==> src/sv/dchb_pkg.sv <==
// Shared constants, command types and arithmetic helpers of the dual-channel biquad high-pass unit.
package dchb_pkg;

  // Cascade size and index widths.
  localparam int SECTIONS = 2;
  localparam int SEC_W    = (SECTIONS > 1) ? $clog2(SECTIONS) : 1;

  // Field and arithmetic widths.
  localparam int SAMPLE_W  = 24;
  localparam int OUT_W     = 32;
  localparam int DLY_W     = 48;
  localparam int FRAC_W    = 16;
  localparam int COEF_W    = 32;
  localparam int COEF_FRAC = 30;
  localparam int MULB_W    = 33;
  localparam int PROD_W    = COEF_W + MULB_W;
  localparam int WIDE_W    = 80;
  localparam int ACC_W     = 52;
  localparam int CNT_W     = 12;
  localparam int STEP_W    = 5;

  // Sequencer steps for one section of one channel.
  localparam int STEPS_PER_SEC = 23;
  localparam logic [STEP_W-1:0] STEP_LAST = STEP_W'(STEPS_PER_SEC - 1);

  localparam logic [CNT_W-1:0] WARMUP_RESET = 12'd600;

  // Datapath operation codes.
  localparam logic [2:0] OP_NOP  = 3'd0;
  localparam logic [2:0] OP_MLO  = 3'd1;
  localparam logic [2:0] OP_MHI  = 3'd2;
  localparam logic [2:0] OP_MRG  = 3'd3;
  localparam logic [2:0] OP_ACC  = 3'd4;
  localparam logic [2:0] OP_SETY = 3'd5;
  localparam logic [2:0] OP_WD1  = 3'd6;
  localparam logic [2:0] OP_WD2  = 3'd7;

  // Coefficient selects within one set.
  localparam logic [2:0] COEF_B0 = 3'd0;
  localparam logic [2:0] COEF_B1 = 3'd1;
  localparam logic [2:0] COEF_B2 = 3'd2;
  localparam logic [2:0] COEF_A1 = 3'd3;
  localparam logic [2:0] COEF_A2 = 3'd4;

  // Accumulator base selects.
  localparam logic [1:0] BASE_ACC  = 2'd0;
  localparam logic [1:0] BASE_D1   = 2'd1;
  localparam logic [1:0] BASE_D2   = 2'd2;
  localparam logic [1:0] BASE_ZERO = 2'd3;

  typedef logic [SEC_W-1:0] sec_idx_t;

  localparam sec_idx_t SEC_LAST = SEC_W'(SECTIONS - 1);

  // Command from the controller to the datapath, one per cycle.
  typedef struct packed {
    logic [2:0] op;
    logic [2:0] coef;
    logic       opnd_y;
    logic [1:0] base;
    logic       chan;
    sec_idx_t   sec;
    logic       first_sec;
    logic       last_sec;
    logic       load_sample;
    logic       push;
  } dp_cmd_t;

  // Status from the datapath to the controller.
  typedef struct packed {
    logic out_free;
  } dp_stat_t;

  // Q2.30 coefficients; the a terms are stored negated.
  function automatic logic signed [COEF_W-1:0] coef_q30(input logic set,
                                                       input logic [2:0] sel);
    logic signed [COEF_W-1:0] c;
    c = '0;
    if (!set) begin
      case (sel)
        COEF_B0: c = 32'sd1061453439;
        COEF_B1: c = -32'sd2122884115;
        COEF_B2: c = 32'sd1061453439;
        COEF_A1: c = 32'sd2122416608;
        COEF_A2: c = -32'sd1049632508;
        default: c = '0;
      endcase
    end else begin
      case (sel)
        COEF_B0: c = 32'sd1044863999;
        COEF_B1: c = -32'sd2089724069;
        COEF_B2: c = 32'sd1044863999;
        COEF_A1: c = 32'sd2089263970;
        COEF_A2: c = -32'sd1016446273;
        default: c = '0;
      endcase
    end
    return c;
  endfunction

  // Saturate an accumulator value to the signed 48-bit state range.
  function automatic logic signed [DLY_W-1:0] sat48(input logic signed [ACC_W-1:0] v);
    logic [ACC_W-DLY_W:0] upper;
    logic signed [DLY_W-1:0] r;
    upper = v[ACC_W-1:DLY_W-1];
    if ((&upper) || !(|upper)) begin
      r = v[DLY_W-1:0];
    end else if (v[ACC_W-1]) begin
      r = {1'b1, {(DLY_W-1){1'b0}}};
    end else begin
      r = {1'b0, {(DLY_W-1){1'b1}}};
    end
    return r;
  endfunction

  // Round a state value to an integer (half up) and saturate to 32 bits.
  function automatic logic signed [OUT_W-1:0] to_out(input logic signed [DLY_W-1:0] y);
    logic [DLY_W:0] rnd;
    logic [DLY_W-FRAC_W:0] r;
    logic signed [OUT_W-1:0] o;
    rnd = {y[DLY_W-1], y} + (DLY_W+1)'(32768);
    r   = rnd[DLY_W:FRAC_W];
    if (r[DLY_W-FRAC_W] == r[OUT_W-1]) begin
      o = r[OUT_W-1:0];
    end else if (r[DLY_W-FRAC_W]) begin
      o = {1'b1, {(OUT_W-1){1'b0}}};
    end else begin
      o = {1'b0, {(OUT_W-1){1'b1}}};
    end
    return o;
  endfunction

endpackage

==> src/sv/dchb_if.sv <==
// Valid/ready channel interfaces of the dual-channel biquad high-pass unit.
interface dchb_in_if;
  import dchb_pkg::*;
  logic                valid;
  logic                ready;
  logic [SAMPLE_W-1:0] red_in;
  logic [SAMPLE_W-1:0] ir_in;
  modport source (output valid, output red_in, output ir_in, input ready);
  modport sink (input valid, input red_in, input ir_in, output ready);
endinterface

interface dchb_out_if;
  import dchb_pkg::*;
  logic                    valid;
  logic                    ready;
  logic signed [OUT_W-1:0] red_out;
  logic signed [OUT_W-1:0] ir_out;
  modport source (output valid, output red_out, output ir_out, input ready);
  modport sink (input valid, input red_out, input ir_out, output ready);
endinterface

interface dchb_cfg_if;
  import dchb_pkg::*;
  logic             valid;
  logic             ready;
  logic [CNT_W-1:0] warmup_count;
  modport source (output valid, output warmup_count, input ready);
  modport sink (input valid, input warmup_count, output ready);
endinterface

==> src/sv/dchb_datapath.sv <==
// Datapath: shared multiply-accumulate unit, biquad delay registers and result registers.
module dchb_datapath (
  input  logic                             clk_i,
  input  logic                             rst_ni,
  input  dchb_pkg::dp_cmd_t                cmd_i,
  output dchb_pkg::dp_stat_t               stat_o,
  input  logic [dchb_pkg::SAMPLE_W-1:0]    red_in_i,
  input  logic [dchb_pkg::SAMPLE_W-1:0]    ir_in_i,
  input  logic                             out_ready_i,
  output logic                             out_valid_o,
  output logic signed [dchb_pkg::OUT_W-1:0] red_out_o,
  output logic signed [dchb_pkg::OUT_W-1:0] ir_out_o
);
  import dchb_pkg::*;

  logic [SAMPLE_W-1:0]      red_smp_q, ir_smp_q, smp;
  logic signed [DLY_W-1:0]  x_q, y_q, x_cur, opnd;
  logic signed [DLY_W-1:0]  dly_q [2][SECTIONS][2];
  logic signed [DLY_W-1:0]  d1, d2;
  logic [MULB_W-1:0]        mul_b;
  logic signed [COEF_W-1:0] coef;
  logic signed [PROD_W-1:0] prod_d, prod_q;
  logic signed [WIDE_W-1:0] part_q;
  logic signed [ACC_W-1:0]  acc_q, acc_base, rnd_prod;
  logic signed [OUT_W-1:0]  res_q [2];
  logic signed [OUT_W-1:0]  red_out_q, ir_out_q;
  logic                     out_valid_q;

  // Operand selection: the first section takes the raw sample in state format.
  always_comb begin
    smp   = cmd_i.chan ? ir_smp_q : red_smp_q;
    x_cur = cmd_i.first_sec ? $signed({8'b0, smp, {FRAC_W{1'b0}}}) : x_q;
    opnd  = cmd_i.opnd_y ? y_q : x_cur;
    d1    = dly_q[cmd_i.chan][cmd_i.sec][0];
    d2    = dly_q[cmd_i.chan][cmd_i.sec][1];
  end

  // One 32x33 partial product per cycle: low 16 bits first, then the signed upper part.
  always_comb begin
    if (cmd_i.op == OP_MHI) begin
      mul_b = {opnd[DLY_W-1], opnd[DLY_W-1:FRAC_W]};
    end else begin
      mul_b = {{(MULB_W-FRAC_W){1'b0}}, opnd[FRAC_W-1:0]};
    end
    coef   = coef_q30(cmd_i.sec[0], cmd_i.coef);
    prod_d = PROD_W'(coef) * PROD_W'($signed(mul_b));
  end

  // Accumulator base and the rounded product taken from the wide register.
  always_comb begin
    case (cmd_i.base)
      BASE_ACC:  acc_base = acc_q;
      BASE_D1:   acc_base = ACC_W'(d1);
      BASE_D2:   acc_base = ACC_W'(d2);
      BASE_ZERO: acc_base = '0;
      default:   acc_base = '0;
    endcase
    rnd_prod = ACC_W'($signed(part_q[WIDE_W-1:COEF_FRAC]));
  end

  // Product, merge and accumulate registers.
  always_ff @(posedge clk_i) begin
    if (cmd_i.op == OP_MLO || cmd_i.op == OP_MHI) begin
      prod_q <= prod_d;
    end
    if (cmd_i.op == OP_MHI) begin
      part_q <= WIDE_W'(prod_q) + (WIDE_W'(1) <<< (COEF_FRAC - 1));
    end else if (cmd_i.op == OP_MRG) begin
      part_q <= part_q + (WIDE_W'(prod_q) <<< FRAC_W);
    end
    if (cmd_i.op == OP_ACC) begin
      acc_q <= acc_base + rnd_prod;
    end
    if (cmd_i.op == OP_SETY) begin
      y_q <= sat48(acc_q);
    end
    if (cmd_i.op == OP_WD2) begin
      x_q <= y_q;
      if (cmd_i.last_sec) begin
        res_q[cmd_i.chan] <= to_out(y_q);
      end
    end
    if (cmd_i.load_sample) begin
      red_smp_q <= red_in_i;
      ir_smp_q  <= ir_in_i;
    end
    if (cmd_i.push) begin
      red_out_q <= res_q[0];
      ir_out_q  <= res_q[1];
    end
  end

  // Filter delays, cleared at reset.
  always_ff @(posedge clk_i or negedge rst_ni) begin
    if (!rst_ni) begin
      for (int c = 0; c < 2; c++) begin
        for (int s = 0; s < SECTIONS; s++) begin
          dly_q[c][s][0] <= '0;
          dly_q[c][s][1] <= '0;
        end
      end
    end else if (cmd_i.op == OP_WD1) begin
      dly_q[cmd_i.chan][cmd_i.sec][0] <= sat48(acc_q);
    end else if (cmd_i.op == OP_WD2) begin
      dly_q[cmd_i.chan][cmd_i.sec][1] <= sat48(acc_q);
    end
  end

  // Output register: holds one result transaction until the receiver takes it.
  always_ff @(posedge clk_i or negedge rst_ni) begin
    if (!rst_ni) begin
      out_valid_q <= 1'b0;
    end else if (cmd_i.push) begin
      out_valid_q <= 1'b1;
    end else if (out_ready_i) begin
      out_valid_q <= 1'b0;
    end
  end

  assign stat_o.out_free = !out_valid_q || out_ready_i;
  assign out_valid_o     = out_valid_q;
  assign red_out_o       = red_out_q;
  assign ir_out_o        = ir_out_q;

endmodule

==> src/sv/dchb_ctrl.sv <==
// Controller: warm-up bookkeeping and the step sequencer that drives the datapath.
module dchb_ctrl (
  input  logic                          clk_i,
  input  logic                          rst_ni,
  input  logic                          in_valid_i,
  output logic                          in_ready_o,
  input  logic                          cfg_valid_i,
  output logic                          cfg_ready_o,
  input  logic [dchb_pkg::CNT_W-1:0]    cfg_warmup_i,
  input  dchb_pkg::dp_stat_t            stat_i,
  output dchb_pkg::dp_cmd_t             cmd_o
);
  import dchb_pkg::*;

  localparam logic [1:0] ST_IDLE = 2'd0;
  localparam logic [1:0] ST_RUN  = 2'd1;
  localparam logic [1:0] ST_PUSH = 2'd2;

  logic [1:0]        state_q, state_d;
  logic [STEP_W-1:0] step_q, step_d;
  sec_idx_t          sec_q, sec_d;
  logic              chan_q, chan_d;
  logic [CNT_W-1:0]  pass_q, pass_d;
  logic              emit_q, emit_d;
  logic              warm_q, warm_d;
  logic [CNT_W-1:0]  wcount_q;
  logic              in_fire;

  assign in_ready_o  = (state_q == ST_IDLE);
  assign cfg_ready_o = 1'b1;
  assign in_fire     = in_valid_i && in_ready_o;

  // Per-section micro-sequence: five rounded products, each low part, high part,
  // merge and accumulate, with writes of y and d1 between them and of d2 after the last.
  always_comb begin
    cmd_o             = '0;
    cmd_o.op          = OP_NOP;
    cmd_o.coef        = COEF_B0;
    cmd_o.base        = BASE_ACC;
    cmd_o.chan        = chan_q;
    cmd_o.sec         = sec_q;
    cmd_o.first_sec   = (sec_q == '0);
    cmd_o.last_sec    = (sec_q == SEC_LAST);
    cmd_o.load_sample = in_fire;
    cmd_o.push        = (state_q == ST_PUSH) && stat_i.out_free;
    if (state_q == ST_RUN) begin
      case (step_q)
        5'd0:  begin cmd_o.op = OP_MLO; cmd_o.coef = COEF_B0; end
        5'd1:  begin cmd_o.op = OP_MHI; cmd_o.coef = COEF_B0; end
        5'd2:  cmd_o.op = OP_MRG;
        5'd3:  begin cmd_o.op = OP_ACC; cmd_o.base = BASE_D1; end
        5'd4:  cmd_o.op = OP_SETY;
        5'd5:  begin cmd_o.op = OP_MLO; cmd_o.coef = COEF_B1; end
        5'd6:  begin cmd_o.op = OP_MHI; cmd_o.coef = COEF_B1; end
        5'd7:  cmd_o.op = OP_MRG;
        5'd8:  begin cmd_o.op = OP_ACC; cmd_o.base = BASE_D2; end
        5'd9:  begin cmd_o.op = OP_MLO; cmd_o.coef = COEF_A1; cmd_o.opnd_y = 1'b1; end
        5'd10: begin cmd_o.op = OP_MHI; cmd_o.coef = COEF_A1; cmd_o.opnd_y = 1'b1; end
        5'd11: cmd_o.op = OP_MRG;
        5'd12: begin cmd_o.op = OP_ACC; cmd_o.base = BASE_ACC; end
        5'd13: cmd_o.op = OP_WD1;
        5'd14: begin cmd_o.op = OP_MLO; cmd_o.coef = COEF_B2; end
        5'd15: begin cmd_o.op = OP_MHI; cmd_o.coef = COEF_B2; end
        5'd16: cmd_o.op = OP_MRG;
        5'd17: begin cmd_o.op = OP_ACC; cmd_o.base = BASE_ZERO; end
        5'd18: begin cmd_o.op = OP_MLO; cmd_o.coef = COEF_A2; cmd_o.opnd_y = 1'b1; end
        5'd19: begin cmd_o.op = OP_MHI; cmd_o.coef = COEF_A2; cmd_o.opnd_y = 1'b1; end
        5'd20: cmd_o.op = OP_MRG;
        5'd21: begin cmd_o.op = OP_ACC; cmd_o.base = BASE_ACC; end
        5'd22: cmd_o.op = OP_WD2;
        default: cmd_o.op = OP_NOP;
      endcase
    end
  end

  // State machine: accept, run the passes over both channels, hand over the result (none in warm-up).
  always_comb begin
    state_d = state_q;
    step_d  = step_q;
    sec_d   = sec_q;
    chan_d  = chan_q;
    pass_d  = pass_q;
    emit_d  = emit_q;
    warm_d  = warm_q;
    case (state_q)
      ST_IDLE: begin
        if (in_fire) begin
          step_d = '0;
          sec_d  = '0;
          chan_d = 1'b0;
          if (warm_q) begin
            pass_d  = CNT_W'(1);
            emit_d  = 1'b1;
            state_d = ST_RUN;
          end else if (wcount_q == '0) begin
            warm_d = 1'b1;
          end else begin
            pass_d  = wcount_q;
            emit_d  = 1'b0;
            state_d = ST_RUN;
          end
        end
      end
      ST_RUN: begin
        if (step_q == STEP_LAST) begin
          step_d = '0;
          if (sec_q == SEC_LAST) begin
            sec_d = '0;
            if (chan_q) begin
              chan_d = 1'b0;
              if (pass_q == CNT_W'(1)) begin
                if (emit_q) begin
                  state_d = ST_PUSH;
                end else begin
                  warm_d  = 1'b1;
                  state_d = ST_IDLE;
                end
              end else begin
                pass_d = pass_q - CNT_W'(1);
              end
            end else begin
              chan_d = 1'b1;
            end
          end else begin
            sec_d = sec_q + SEC_W'(1);
          end
        end else begin
          step_d = step_q + STEP_W'(1);
        end
      end
      ST_PUSH: begin
        if (stat_i.out_free) begin
          state_d = ST_IDLE;
        end
      end
      default: state_d = ST_IDLE;
    endcase
  end

  // Control registers.
  always_ff @(posedge clk_i or negedge rst_ni) begin
    if (!rst_ni) begin
      state_q  <= ST_IDLE;
      step_q   <= '0;
      sec_q    <= '0;
      chan_q   <= 1'b0;
      pass_q   <= '0;
      emit_q   <= 1'b0;
      warm_q   <= 1'b0;
      wcount_q <= WARMUP_RESET;
    end else begin
      state_q <= state_d;
      step_q  <= step_d;
      sec_q   <= sec_d;
      chan_q  <= chan_d;
      pass_q  <= pass_d;
      emit_q  <= emit_d;
      warm_q  <= warm_d;
      if (cfg_valid_i) begin
        wcount_q <= cfg_warmup_i;
      end
    end
  end

`ifndef SYNTHESIS
  a_step_range: assert property (@(posedge clk_i) disable iff (!rst_ni)
    (state_q == ST_RUN) |-> (step_q <= STEP_LAST))
    else $error("sequencer step beyond the last section step");

  a_pass_live: assert property (@(posedge clk_i) disable iff (!rst_ni)
    (state_q == ST_RUN) |-> (pass_q != '0))
    else $error("running with no pass left");

  a_push_free: assert property (@(posedge clk_i) disable iff (!rst_ni)
    cmd_o.push |-> (stat_i.out_free && emit_q))
    else $error("result pushed into a full output register or during warm-up");

  a_warm_sticky: assert property (@(posedge clk_i) disable iff (!rst_ni)
    !$fell(warm_q))
    else $error("warm-up flag cleared outside reset");
`endif

endmodule

==> src/sv/dual_channel_biquad_highpass_unit.sv <==
// Top level of the dual-channel biquad high-pass unit.
//
// Usage:
//   in_i carries one red/infrared photocurrent pair per transaction; out_o
//   returns one high-pass filtered, saturated pair per transaction; cfg_i
//   writes warmup_count, to be done only while the unit is idle.
//   The first transaction after reset is run warmup_count times through both
//   cascades and gives no result; every later transaction gives one result.
// Sequencing:
//   One pass over both channels runs every section of each channel in turn on the
//   single shared 32x33 multiplier: each Q2.30 product is two partial products, low
//   and high, then a merge and an accumulate; five products per section and channel.
//   A normal transaction's result enters the output register as the unit returns
//   to idle, so it can be taken in the same cycle in which the next transaction is
//   accepted; a new transaction is accepted only while the unit is idle.
// Reset and stall:
//   Reset clears all filter delays and the warm-up flag and sets warmup_count
//   to 600. A result waits in the output register while the receiver stalls;
//   the next transaction is still accepted and computed, and the unit then
//   holds its result until the output register is free.
module dual_channel_biquad_highpass_unit (
  input logic        clk_i,
  input logic        rst_ni,
  dchb_cfg_if.sink   cfg_i,
  dchb_in_if.sink    in_i,
  dchb_out_if.source out_o
);
  import dchb_pkg::*;

  dp_cmd_t  cmd;
  dp_stat_t stat;

  // Sequencer.
  dchb_ctrl u_ctrl (
    .clk_i        (clk_i),
    .rst_ni       (rst_ni),
    .in_valid_i   (in_i.valid),
    .in_ready_o   (in_i.ready),
    .cfg_valid_i  (cfg_i.valid),
    .cfg_ready_o  (cfg_i.ready),
    .cfg_warmup_i (cfg_i.warmup_count),
    .stat_i       (stat),
    .cmd_o        (cmd)
  );

  // Arithmetic and storage.
  dchb_datapath u_datapath (
    .clk_i       (clk_i),
    .rst_ni      (rst_ni),
    .cmd_i       (cmd),
    .stat_o      (stat),
    .red_in_i    (in_i.red_in),
    .ir_in_i     (in_i.ir_in),
    .out_ready_i (out_o.ready),
    .out_valid_o (out_o.valid),
    .red_out_o   (out_o.red_out),
    .ir_out_o    (out_o.ir_out)
  );

endmodule
==> src/flat_wrapper.sv <==
// flat-port wrapper written by rule: the top's interface ports become plain ports
module dual_channel_biquad_highpass_unit_flat import dchb_pkg::*;
  (clk_i, rst_ni, cfg_i_valid, cfg_i_warmup_count, cfg_i_ready, in_i_valid, in_i_red_in, in_i_ir_in, in_i_ready, out_o_valid, out_o_red_out, out_o_ir_out, out_o_ready);
  dchb_cfg_if cfg_i_i ();
  dchb_in_if in_i_i ();
  dchb_out_if out_o_i ();
  input logic clk_i;
  input logic rst_ni;
  input wire logic [$bits(cfg_i_i.valid)-1:0] cfg_i_valid;
  input wire logic [$bits(cfg_i_i.warmup_count)-1:0] cfg_i_warmup_count;
  output wire logic [$bits(cfg_i_i.ready)-1:0] cfg_i_ready;
  input wire logic [$bits(in_i_i.valid)-1:0] in_i_valid;
  input wire logic [$bits(in_i_i.red_in)-1:0] in_i_red_in;
  input wire logic [$bits(in_i_i.ir_in)-1:0] in_i_ir_in;
  output wire logic [$bits(in_i_i.ready)-1:0] in_i_ready;
  output wire logic [$bits(out_o_i.valid)-1:0] out_o_valid;
  output wire logic [$bits(out_o_i.red_out)-1:0] out_o_red_out;
  output wire logic [$bits(out_o_i.ir_out)-1:0] out_o_ir_out;
  input wire logic [$bits(out_o_i.ready)-1:0] out_o_ready;
  assign cfg_i_i.valid = cfg_i_valid;
  assign cfg_i_i.warmup_count = cfg_i_warmup_count;
  assign cfg_i_ready = cfg_i_i.ready;
  assign in_i_i.valid = in_i_valid;
  assign in_i_i.red_in = in_i_red_in;
  assign in_i_i.ir_in = in_i_ir_in;
  assign in_i_ready = in_i_i.ready;
  assign out_o_valid = out_o_i.valid;
  assign out_o_red_out = out_o_i.red_out;
  assign out_o_ir_out = out_o_i.ir_out;
  assign out_o_i.ready = out_o_ready;
  dual_channel_biquad_highpass_unit u_core (.clk_i(clk_i), .rst_ni(rst_ni), .cfg_i(cfg_i_i), .in_i(in_i_i), .out_o(out_o_i));
endmodule
==> config.mk <==
export PLATFORM = sky130hd
export DESIGN_NAME = dual_channel_biquad_highpass_unit_flat
export DESIGN_NICKNAME = d
export VERILOG_FILES = /design/src/sv/dchb_pkg.sv /design/src/sv/dchb_if.sv /design/src/sv/dchb_datapath.sv /design/src/sv/dchb_ctrl.sv /design/src/sv/dual_channel_biquad_highpass_unit.sv /design/src/flat_wrapper.sv
export SDC_FILE = /design/constraint.sdc
export NUM_CORES = 2
export LEC_CHECK = 0
export BUFFER_PORTS_ARGS = -buffer_cell sky130_fd_sc_hd__buf_2
export CORE_AREA = 2 2 444 446
export CTS_CLUSTER_DIAMETER = 150
export DETAILED_ROUTE_END_ITERATION = 10
export DIE_AREA = 0 0 446 448
export PLACE_DENSITY = 0.66
export REMOVE_ABC_BUFFERS = 1
export SKIP_LAST_GASP = 1
export SLEW_MARGIN = 25
export SYNTH_ARGS = -nofsm -noshare
export SYNTH_HDL_FRONTEND = slang
export SYNTH_SLANG_ARGS = --single-unit
==> constraint.sdc <==
create_clock -name clk_i -period 9.3 [get_ports clk_i]
set_input_delay 0.93 -clock clk_i [delete_from_list [all_inputs] [get_ports clk_i]]
set_output_delay 0.93 -clock clk_i [all_outputs]
set_load 0.01 [all_outputs]
After elaboration in Yosys (flattened, before gate mapping). Memory sizes are Yosys's and may differ from the RTL's. A register that Yosys moved wholly into a read port is not among the register bits. Index checks and enable logic that the tools add are counted.

Memories: 1. Bits in read-only memories: 0. Bits in writable memories: 64. Latch bits: 0. Output and inout port bits: 67. Word-level logic and storage cells: 213. Register bits after elaboration: 761.

Bitwise logic cells: 2. Add/sub/neg operators: 7. Mux-type cells: 87. Eq/ne operators: 50. Reduce and logical (&&, ||, !) cells: 37. Shift operators: 0. $mul: 1. Div/mod/pow operators: 0. Order comparisons: 4.

Memory list: u_core.u_datapath.res_q (words 2, width 32, read ports 2, clocked after Yosys merged registers in 2, wr ports 1, RTL line dchb_datapath.sv:25) `logic signed [OUT_W-1:0] res_q [2];`.

Operators with widths (count): $mux W192 (5); $bwmux W384 (2); $mux W384 (2); $demux W192 S1 (2); $mux W48 (8); $mux W96 (4); $pmux W32 S4 (2); $pmux W52 S4 (1); $demux W96 S1 (2); $mux W32 (5); $mux W80 (2); $mux W12 (7); $add A80 B80 Y80 (1); $add A65 B31 Y66 const B (1); $mul A32 B33 Y65 (1); $add A52 B50 Y52 (1); $add A48 B17 Y49 const B (1); $eq A5 B4 Y1 const B (8); $eq A5 B5 Y1 const B (7); $mux W33 (1); $reduce_or A5 Y1 (5); $mux W24 (1); $pmux W12 S2 (1); $mux W1 (22); 42 further kinds (96).

Longest topological paths before layout.
Word-level depth: 10. Mapped depth: 43. Gate-level depth less buffers: 39.

Cells and area by module. From an unflattened synthesis, not the netlist that was laid out.

Cells, all modules: 7658. Area, all modules: 77863.4 um^2.

Modules (own cells, without submodules): dchb_datapath (sequential area each 23237.3 um^2, cells an instance 7403, area an instance 75528.7 um^2, instances 1); dchb_ctrl (sequential area each 880.8 um^2, cells an instance 255, area an instance 2334.7 um^2, instances 1).

Least setup slack after synthesis. No wires, ideal clock.

Path type: register to register. Start point: reg u_core.u_ctrl.step_q[0]. End point: reg u_core.u_datapath.prod_q[63] (data pin). Arrival time: 9.504 ns. Period minus slack after synthesis: 9.763 ns. Cell stages (with the launch flop): 33. Data required time: 9.041 ns. Setup time: 0.259 ns. Path slack: -0.463 ns. Cell sequence: dfrtp_1 -> inv_1 -> ha_1 -> nor2b_1 -> a211o_1 -> a22oi_1 -> nand2_1 -> or3_1 -> a21oi_2 -> clkbuf_1 -> nand2_1 -> fa_1 -> fa_1 -> fa_1 -> inv_1 -> fa_1 -> inv_1 -> fa_1 -> inv_1 -> fa_1 -> fa_1 -> fa_1 -> ha_1 -> clkbuf_1 -> a21o_1 -> a21o_1 -> a21oi_1 -> o21ai_0 -> a21o_1 -> a221o_1 -> o31ai_4 -> nor3b_1 -> a211o_1.

Cells in the longest elaborated chain, start to end: 9.

Ends and longest elaborated chain: from (decl) (RTL line dchb_ctrl.sv:20) `logic [STEP_W-1:0] step_q, step_d;`; from (signal assigned) (RTL line dchb_ctrl.sv:153) `step_q <= step_d;`; $eq A5 B5 Y1, or another cell as far along (RTL line dchb_ctrl.sv:47) `case (step_q)`; $reduce_or A2 Y1 (no line); $pmux W3 S4 (RTL line dchb_ctrl.sv:47); $mux W9 * (RTL line dchb_ctrl.sv:46) `if (state_q == ST_RUN) begin`; $eq A3 B2 Y1 / $logic_not A3 Y1 (equally long branches) (RTL line dchb_pkg.sv:80, dchb_pkg.sv:89); $reduce_or A2 Y1 (no line); $pmux W32 S4, on equally long branches (RTL line dchb_pkg.sv:80, dchb_pkg.sv:89); $mux W32 (RTL line dchb_pkg.sv:79) `if (!set) begin`; $mul A32 B33 Y65 * (RTL line dchb_datapath.sv:46) `prod_d = PROD_W'(coef) * PROD_W'($signed(mul_b));`; via u_core.u_datapath.prod_d[63] (RTL line dchb_datapath.sv:22) `logic signed [PROD_W-1:0] prod_d, prod_q;`; to (signal assigned) (RTL line dchb_datapath.sv:64) `prod_q <= prod_d;`; to (decl) (RTL line dchb_datapath.sv:22).

The timed path passes the listed nets; every way through them passes the cells marked *. A chain may end at the register's enable or synchronous reset.

Worst setup path after layout. Ends and elaborated chain as after synthesis.

==> impl_metrics.json <==
{
  "cp.arrival_ns": 10.28,
  "min_period_ns": 9.83,
  "via_per_inst": 5.39,
  "placed_cell_area_sq_um": 87200,
  "setup-tns-final_ns": -6.84,
  "antenna_found_initial": 7,
  "grt_max_degree": 178,
  "ys.flop_type": "edfxtp_1",
  "clock_skew_ns": 0.0615,
  "cp-start-kind": "flip-flop",
  "crit_family": "adder cells",
  "met2_usage": 0.413,
  "grt_pass1_vias": 62500,
  "critical_path_buf_inv_count": 8,
  "cts_root_buf": "clkbuf_16",
  "placed_cells": 10900,
  "cts.path.max_buffers": 3,
  "hp-class": "in -> async",
  "grt-busiest-layer": "met2",
  "status": "finished with violations",
  "clock_latency_ns": 0.74,
  "violations": "negative setup slack",
  "initial_core_util": 0.398,
  "synth_area_sq_um": 77500,
  "slowest_stage": "fa_1",
  "drv_slew": 0,
  "grt_pass1_wl_mm": 387,
  "netlist_instances": 7707,
  "die_h_um": 448,
  "fillCellCount": 17700,
  "io_buffers": 130,
  "cts_tree": "yes",
  "rows": 162,
  "setup_slack_ns": -0.530,
  "fmaxAchievable_mhz": 102,
  "synth_edf_count": 453,
  "ys_async_sr_fraction": 0.481,
  "cap_violations": 0,
  "die_x_um": 446,
  "drtIter0Drc": 5242,
  "finalNonFillerCells": 11100,
  "required_ns": 9.75,
  "design.core.area_sq_um": 195000,
  "clkSinkCount": 873,
  "path_max_fanout": 6,
  "final_nets": 9942,
  "place_congestion": 1.01,
  "grt.total_usage": 0.257,
  "yosysWarnings": 0,
  "crit_top_cell": "fa_1",
  "fin_area_sq_um": 93000,
  "hold_viol": 0,
  "slew_headroom": 0.269,
  "firstDrtPassIters": 6,
  "wire_per_inst_um": 23.1,
  "synth-seq-cells": 873,
  "final_cell_mix": "inv_1, nor2_1, fa_1",
  "place_ws_ns": -0.907,
  "rsz0062_at_grt": "true",
  "yosysSeqAreaShare": 0.311,
  "cts_hold_buf": 0,
  "slowest_delay_ns": 0.57,
  "num_io_pins": 132,
  "htreeDepth": 3,
  "syn_avg_cell_area_sq_um": 10.1,
  "dp_hpwl_mm": 202,
  "antenna_left": 0,
  "crit_type": "reg -> reg",
  "vias": 59800,
  "die_area_sq_um": 200000,
  "crit_path_end_kind": "flip-flop",
  "area_delta_synth_final_pct": 20.1,
  "yosysUniqueCellTypes": 91,
  "drc_errors": 0,
  "finalCritPeriodShare": 1.06,
  "overflow": 0,
  "routed_wl_mm": 256,
  "final_common_cell": "inv_1",
  "path_clk_slew_ns": 0.07,
  "setup_viol": 24,
  "met3_usage": 0.0404,
  "drive_gt1_frac": 0.201,
  "cts_inserted_buffers": 89,
  "worstMarginPinSlew_ns": 1.10,
  "met1_usage": 0.337
}
what timing repair did:
item | CTS | global route
pin swaps | 97 | 115
setup buffers | 39 | 41
cloned | 4 | 0
resized for setup | 288 | 217
setup endpoints to repair | 36 | 40
worst paths after layout:
path | endpoint | slack [ns] | from | depth (start not counted)
setup / recovery | u_core.u_datapath.prod_q[63] | -0.53 | u_core.u_ctrl.step_q[0] | 37
hold / removal | u_core.u_datapath.dly_q[290] | 0.20 | rst_ni | 1
setup reg to reg | u_core.u_datapath.prod_q[63] | -0.53 | u_core.u_ctrl.step_q[0] | 37
hold reg to reg | out_o_red_out[26] | 0.41 | u_core.u_datapath.res_q[0][26] | 0
max in group asynchronous | u_core.u_datapath.dly_q[334] | 7.47 | rst_ni | 3
min in group clk_i | u_core.u_datapath.red_smp_q[17] | 0.36 | in_i_red_in[17] | 1
routing by layer:
layer,wire length (um),up-vias,share of wire
li1,-,26400,-
met1,102000,30300,0.40
met2,118000,2517,0.46
met3,19400,583,0.076
met4,16500,0,0.064
met5,0,-,0
flip-flops by register name, summed over array words and instances, names as in the netlist, 32 cells and up:
| signal | flops |
|---|---|
| u_core.u_datapath.dly_q | 384 |
| u_core.u_datapath.prod_q | 65 |
| u_core.u_datapath.part_q | 64 |
| u_core.u_datapath.res_q | 64 |
| u_core.u_datapath.acc_q | 52 |
| u_core.u_datapath.x_q | 48 |
| u_core.u_datapath.y_q | 48 |
| out_o_ir_out | 32 |
| out_o_red_out | 32 |
synthesized netlist by cell type (15+ instances only):
master	count	area share
a211oi_1	24	0.0023
a21o_1	105	0.010
a21oi_1	625	0.040
a22oi_1	17	0.0016
a31oi_1	41	0.0033
and2_1	28	0.0023
and3_1	42	0.0034
buf_1	34	0.0016
buf_2	52	0.0034
clkbuf_1	277	0.013
dfrtp_1	416	0.13
edfxtp_1	453	0.18
fa_1	1085	0.28
ha_1	310	0.050
inv_1	1171	0.057
mux2_2	29	0.0042
mux2i_1	90	0.012
mux4_2	96	0.028
nand2_1	695	0.034
nand2b_1	47	0.0038
nand3_1	91	0.0059
nand4_1	48	0.0039
nor2_1	1096	0.053
nor2b_1	28	0.0023
nor3_1	48	0.0031
nor4_1	17	0.0014
o21a_1	31	0.0030
o21ai_0	261	0.017
o21bai_1	20	0.0019
o31ai_1	15	0.0015
xnor2_1	146	0.017
xor2_1	90	0.010
kinds of logic after synthesis:
kind of cell | share of synthesized area
adders and majority gates | 0.330
xor gates and xnor gates | 0.0267
DFF | 0.311
muxes | 0.0438
and+or+nand+nor | 0.118
other | 0.0000484
AOI/OAI and AO/OA | 0.0942
buffers and inverters | 0.0757
stage by stage:
step            util  hold slack [ns]
4_1_cts        0.472            0.320
3_3_place_gp   0.448            0.402
5_1_grt        0.478            0.214
6_report       0.478            0.200
2_1_floorplan      -            0.400
3_5_place_dp   0.448            0.405
area by class of cell:
cell class                 count  area (sq um)  share of cell area
clock buffer                 123          2550              0.0274
timing repair buffer        1050          8880              0.0954
multi-input combinational   5296         49400               0.531
clock inverter                43           454             0.00488
tap                         2542          3180              0.0342
antenna                        3          7.51           0.0000807
inverter                    1172          4410              0.0474
sequential                   873         24100               0.259
Power is not shown: default switching activity piles up to over one toggle a cycle in this logic, so the estimate is an artifact.
